[config.mk]
export PLATFORM = sky130hd
export DESIGN_NAME = aavr_queue
export DESIGN_NICKNAME = d
export VERILOG_FILES = /design/src/hdl/aavr_pkg.sv /design/src/hdl/aavr_queue.sv
export SDC_FILE = /design/constraint.sdc
export NUM_CORES = 1
export LEC_CHECK = 0
export BUFFER_PORTS_ARGS = -buffer_cell sky130_fd_sc_hd__buf_4
export CAP_MARGIN = 20
export CORE_UTILIZATION = 35
export DETAILED_ROUTE_END_ITERATION = 16
export GPL_TIMING_DRIVEN = 0
export PLACE_DENSITY = 0.63
export SLEW_MARGIN = 10
export SYNTH_ARGS = -nofsm -noshare
export SYNTH_HDL_FRONTEND = slang
export SYNTH_SLANG_ARGS = --single-unit
[constraint.sdc]
create_clock -name clk_i -period 1.9 [get_ports clk_i]
set_input_delay 0.57 -clock clk_i [delete_from_list [all_inputs] [get_ports clk_i]]
set_output_delay 0.57 -clock clk_i [all_outputs]
set_load 0.01 [all_outputs]
[src/hdl/aavr_pkg.sv]
package aavr_pkg;

  // Default configuration of the block.
  localparam int COORD_WIDTH_DEF  = 32;
  localparam int ANGLE_WIDTH_DEF  = 16;
  localparam int CORDIC_STEPS_DEF = 16;

  // Fixed field widths.
  localparam int AXIS_W = 16;
  localparam int TOL_W  = 21;
  localparam logic [TOL_W-1:0] TOL_RESET = 21'd16;

  // CORDIC datapath: Q2.30 values held with headroom, angle in 2^-32 turn.
  localparam int CX_W        = 34;
  localparam int CORDIC_TABN = 24;
  localparam logic signed [CX_W-1:0] GAIN_Q30 = 34'sd652032874;

  // Depth of the queue between the front and the back.
  localparam int Q_DEPTH = 2;

  typedef struct packed {
    logic full;
    logic empty;
  } aavr_qstat_t;

  // atan(2^-i) in units of 2^-32 turn.
  function automatic logic signed [CX_W-1:0] atan_turn(input int i);
    logic signed [CX_W-1:0] r;
    r = '0;
    unique case (i)
      0:  r = 34'sd536870912;
      1:  r = 34'sd316933405;
      2:  r = 34'sd167458907;
      3:  r = 34'sd85004756;
      4:  r = 34'sd42667331;
      5:  r = 34'sd21354465;
      6:  r = 34'sd10679838;
      7:  r = 34'sd5340245;
      8:  r = 34'sd2670163;
      9:  r = 34'sd1335086;
      10: r = 34'sd667544;
      11: r = 34'sd333772;
      12: r = 34'sd166886;
      13: r = 34'sd83443;
      14: r = 34'sd41721;
      15: r = 34'sd20860;
      16: r = 34'sd10430;
      17: r = 34'sd5215;
      18: r = 34'sd2607;
      19: r = 34'sd1303;
      20: r = 34'sd651;
      21: r = 34'sd325;
      22: r = 34'sd162;
      23: r = 34'sd81;
      default: r = '0;
    endcase
    return r;
  endfunction

endpackage

[src/hdl/aavr_queue.sv]
module aavr_queue import aavr_pkg::*; #(
  parameter int W = 8
) (
  input  logic        clk_i,
  input  logic        rst_ni,
  input  logic        in_valid_i,
  output logic        in_ready_o,
  input  logic [W-1:0] in_data_i,
  output logic        out_valid_o,
  input  logic        out_ready_i,
  output logic [W-1:0] out_data_o,
  output aavr_qstat_t stat_o
);

  localparam int PTR_W = (Q_DEPTH > 1) ? $clog2(Q_DEPTH) : 1;
  localparam int CNT_W = $clog2(Q_DEPTH + 1);

  logic [W-1:0]     mem_q [Q_DEPTH];
  logic [PTR_W-1:0] wptr_q, rptr_q;
  logic [CNT_W-1:0] cnt_q;
  logic             push, pop;

  assign stat_o.full  = cnt_q == CNT_W'(Q_DEPTH);
  assign stat_o.empty = cnt_q == '0;
  assign in_ready_o   = !stat_o.full;
  assign out_valid_o  = !stat_o.empty;
  assign push         = in_valid_i && in_ready_o;
  assign pop          = out_valid_o && out_ready_i;
  assign out_data_o   = mem_q[rptr_q];

  always_ff @(posedge clk_i or negedge rst_ni) begin
    if (!rst_ni) begin
      wptr_q <= '0;
      rptr_q <= '0;
      cnt_q  <= '0;
    end else begin
      if (push) begin
        wptr_q <= (wptr_q == PTR_W'(Q_DEPTH - 1)) ? '0 : wptr_q + 1'b1;
      end
      if (pop) begin
        rptr_q <= (rptr_q == PTR_W'(Q_DEPTH - 1)) ? '0 : rptr_q + 1'b1;
      end
      if (push && !pop) begin
        cnt_q <= cnt_q + 1'b1;
      end else if (pop && !push) begin
        cnt_q <= cnt_q - 1'b1;
      end
    end
  end

  always_ff @(posedge clk_i) begin
    if (push) begin
      mem_q[wptr_q] <= in_data_i;
    end
  end

endmodule

==> results.py <==
metrics = {
    "clock_network": {
        "cts_buffers": 3,
        "h-tree-depth": 1,
        "path_clk_slew_ps": 100,
        "cts_tree": "yes",
        "cts_buffer_depth": 2,
        "clkLatencyLatePin_ps": 290,
        "clkSinkCount": 20,
        "cts_hold_buf": 0,
        "cts-root-buf": "clkbuf_4",
    },
    "status": {
        "status": "complete, no violations",
    },
    "timing": {
        "min_period_ps": 1846,
        "whs_ps": 53.18,
        "clock-skew-final_ps": 1.442,
        "slew_headroom_pct": 52.17,
        "worst_pin_slew_ps": 714.9,
        "hold_viol_final": 0,
        "slew_viol_final": 0,
        "finalSetupViolCount": 0,
        "tns_ps": 0,
        "max_freq_mhz": 541.8,
        "finalCritPeriodShare_pct": 97.14,
        "rsz0062_at_grt": "true",
    },
    "route": {
        "vias": 444,
        "wl_mm": 1.186,
        "first_pass_iters": 3,
        "viasPerCell": 4.440,
        "post_drt_wl_per_cell_um": 11.86,
        "drc": 0,
        "ant_nets": 0,
        "drt_iter0_markers": 2,
    },
    "synth": {
        "syn_area_per_cell_um2": 17.66,
        "yosysTopAreaCell": "edfxtp_1",
        "syn_nets": 58,
        "synth.area.top_cells": "edfxtp_1 60%, dfrtp_1 13%, mux2_2 11%",
        "synth_xor_xnor_area_share_pct": 5.512,
        "yosysWarnings": 0,
        "ys.flop_type": "edfxtp_1",
        "synth.most_common_cell": "edfxtp_1",
        "synthSimpleGateAreaFrac_pct": 6.457,
        "synthAdderAreaFrac_pct": 1.575,
        "synth_edf_count": 16,
        "yosysTopAreaCellShare_pct": 60.47,
        "ys_types": 14,
        "synthArstFlopShare_pct": 20.00,
        "ys_seq_elements": 20,
        "synth_top_family_by_area": "multiplexers",
        "synth_common_cells": "16 x edfxtp_1, 8 x mux2_2, 4 x dfrtp_1",
        "synthCells": 45,
        "synth_compound_area_share_pct": 0,
        "synth_seq_area_share_pct": 73.07,
        "synth.area.mux_share_pct": 11.34,
        "syn_area_um2": 794.5,
    },
    "power_and_ir_drop": {
        "cellPowerDensity_nw_per_um2": 1508,
        "total_power_mw": 1.585,
        "vdd_drop_max_mv": 0.7345,
        "p_leak_nw": 0.4456,
    },
    "die": {
        "initial_utilization_pct": 38.91,
        "coreArea_um2": 2042,
        "pin_count": 24,
        "die_h_um": 49.65,
        "dieArea_um2": 2465,
        "fp.dieW_um": 49.65,
        "row_count": 16,
    },
    "setup_path": {
        "worstPathArrival_ps": 1280,
        "worst-path-max-fanout": 9,
        "worstSetupPathType": "reg -> out",
        "end_kind": "output port",
        "cp.required_ps": 1330,
        "crit_path_start_kind": "register",
    },
    "global_routing": {
        "grt_use_total_pct": 10.45,
        "grt_max_degree": 12,
        "grt_pass1_wl_mm": 1.849,
        "grt_antenna_before_repair": 0,
        "grt_overflow": 0,
        "grt_pass1_vias": 410,
    },
    "placed_design": {
        "io_buffers": 23,
        "dpl.hpwl_um": 854.4,
        "finalWeightedCongestion": 0.6741,
    },
    "finish": {
        "antennaDiodeCount": 0,
        "drive_above_1_share_pct": 54.79,
        "final_nets": 87,
        "area_delta_synth_final_pct": 32.28,
    },
    "hold_path": {
        "hold_class": "in -> async",
    },
    "flow_run": {
        "maxCapViolations": 0,
    },
}
==> registers in the layout, summed over array words and instances (netlist names) <==
| signal | flops |
|---|---|
| cnt_q | 2 |
| wptr_q | 1 |
| rptr_q | 1 |
| mem_q | 16 |
==> repair_timing <==
| item | 4_1_cts | 5_1_grt |
|---|---|---|
| setup endpoints to repair | 8 | 8 |
| buffers inserted | 0 | 1 |
| pin swaps | 0 | 0 |
| gates cloned | 0 | 0 |
| gates resized for setup | 1 | 1 |
==> critical path: stages, from the launching register on <==
cell	delay [ps]
dfrtp_1	360
buf_6	140
mux2_2	340
buf_4	140
==> where the power goes <==
group | internal [mW] | switching (mW)
clock network | 0.117 | 0.122
registers | 0.613 | 0.0603
logic | 0.376 | 0.296
==> metrics by stage <==
| stage | area, um2 | std cells | util (%) | setup WS (ps) |
|---|---|---|---|---|
| floorplan | 794.5 | 45 | - | 472.1 |
| global placement | 1001 | 95 | 49.02 | 203.5 |
| detailed placement | 1001 | 95 | 49.02 | 211.1 |
| CTS | 1040 | 99 | 50.92 | 0.8933 |
| global route | 1051 | 100 | 51.47 | -20.90 |
| finish | 1051 | 100 | 51.47 | 54.28 |
==> routing by layer <==
metal / GRT usage, % / vias to the layer above / part of all wire (%)
met5: 0 / - / 0
met4: 4.286 / 0 / 0
met3: 3.704 / 0 / 6.4
met2: 16.22 / 13 / 49
met1: 13.15 / 217 / 44
li1: - / 214 / -
==> logic make-up (layout without fill, tap and decap cells) <==
group                      Yosys count  in the layout
DFF                                 20             20
muxes                                8              8
and+or+nand+nor                      7              7
xor gates and xnor gates             5              5
buffers and inverters                4             32
adders and majority gates            1              1
==> layout by cell type (no fill, tap or decap), types with 2 or more instances in the layout <==
cell type / Yosys / layout
edfxtp_1: 16 / 16
nor2_1: 2 / 2
mux2_2: 8 / 8
inv_1: 3 / 3
dfrtp_1: 4 / 4
xnor2_1: 3 / 3
buf_4: 0 / 24
clkbuf_4: 0 / 3
xor2_1: 2 / 2
==> layout make-up <==
type | instances | area [um2]
Buffer | 1 | 11.26
Clock buffer | 4 | 36.28
Fill cell | 192 | 991.0
Inverter | 3 | 11.26
Multi-Input combinational cell | 21 | 197.7
Sequential cell | 20 | 580.6
Tap cell | 27 | 33.78
Timing Repair Buffer | 24 | 180.2
==> path summary, 6_finish.rpt <==
check                        startpoint  cells past startpoint  slack [ps]             to
hold / removal                   rst_ni                      1          50       cnt_q[0]
min in group clk_i         in_data_i[7]                      1         460    mem_q[1][7]
max in group asynchronous        rst_ni                      1        1750         rptr_q
hold reg to reg                  wptr_q                      1         500         wptr_q
setup reg to reg               cnt_q[0]                      3         280    mem_q[0][1]
setup / recovery                 rptr_q                      3          50  out_data_o[3]
No activity file was read; power rests on OpenSTA's default activity.
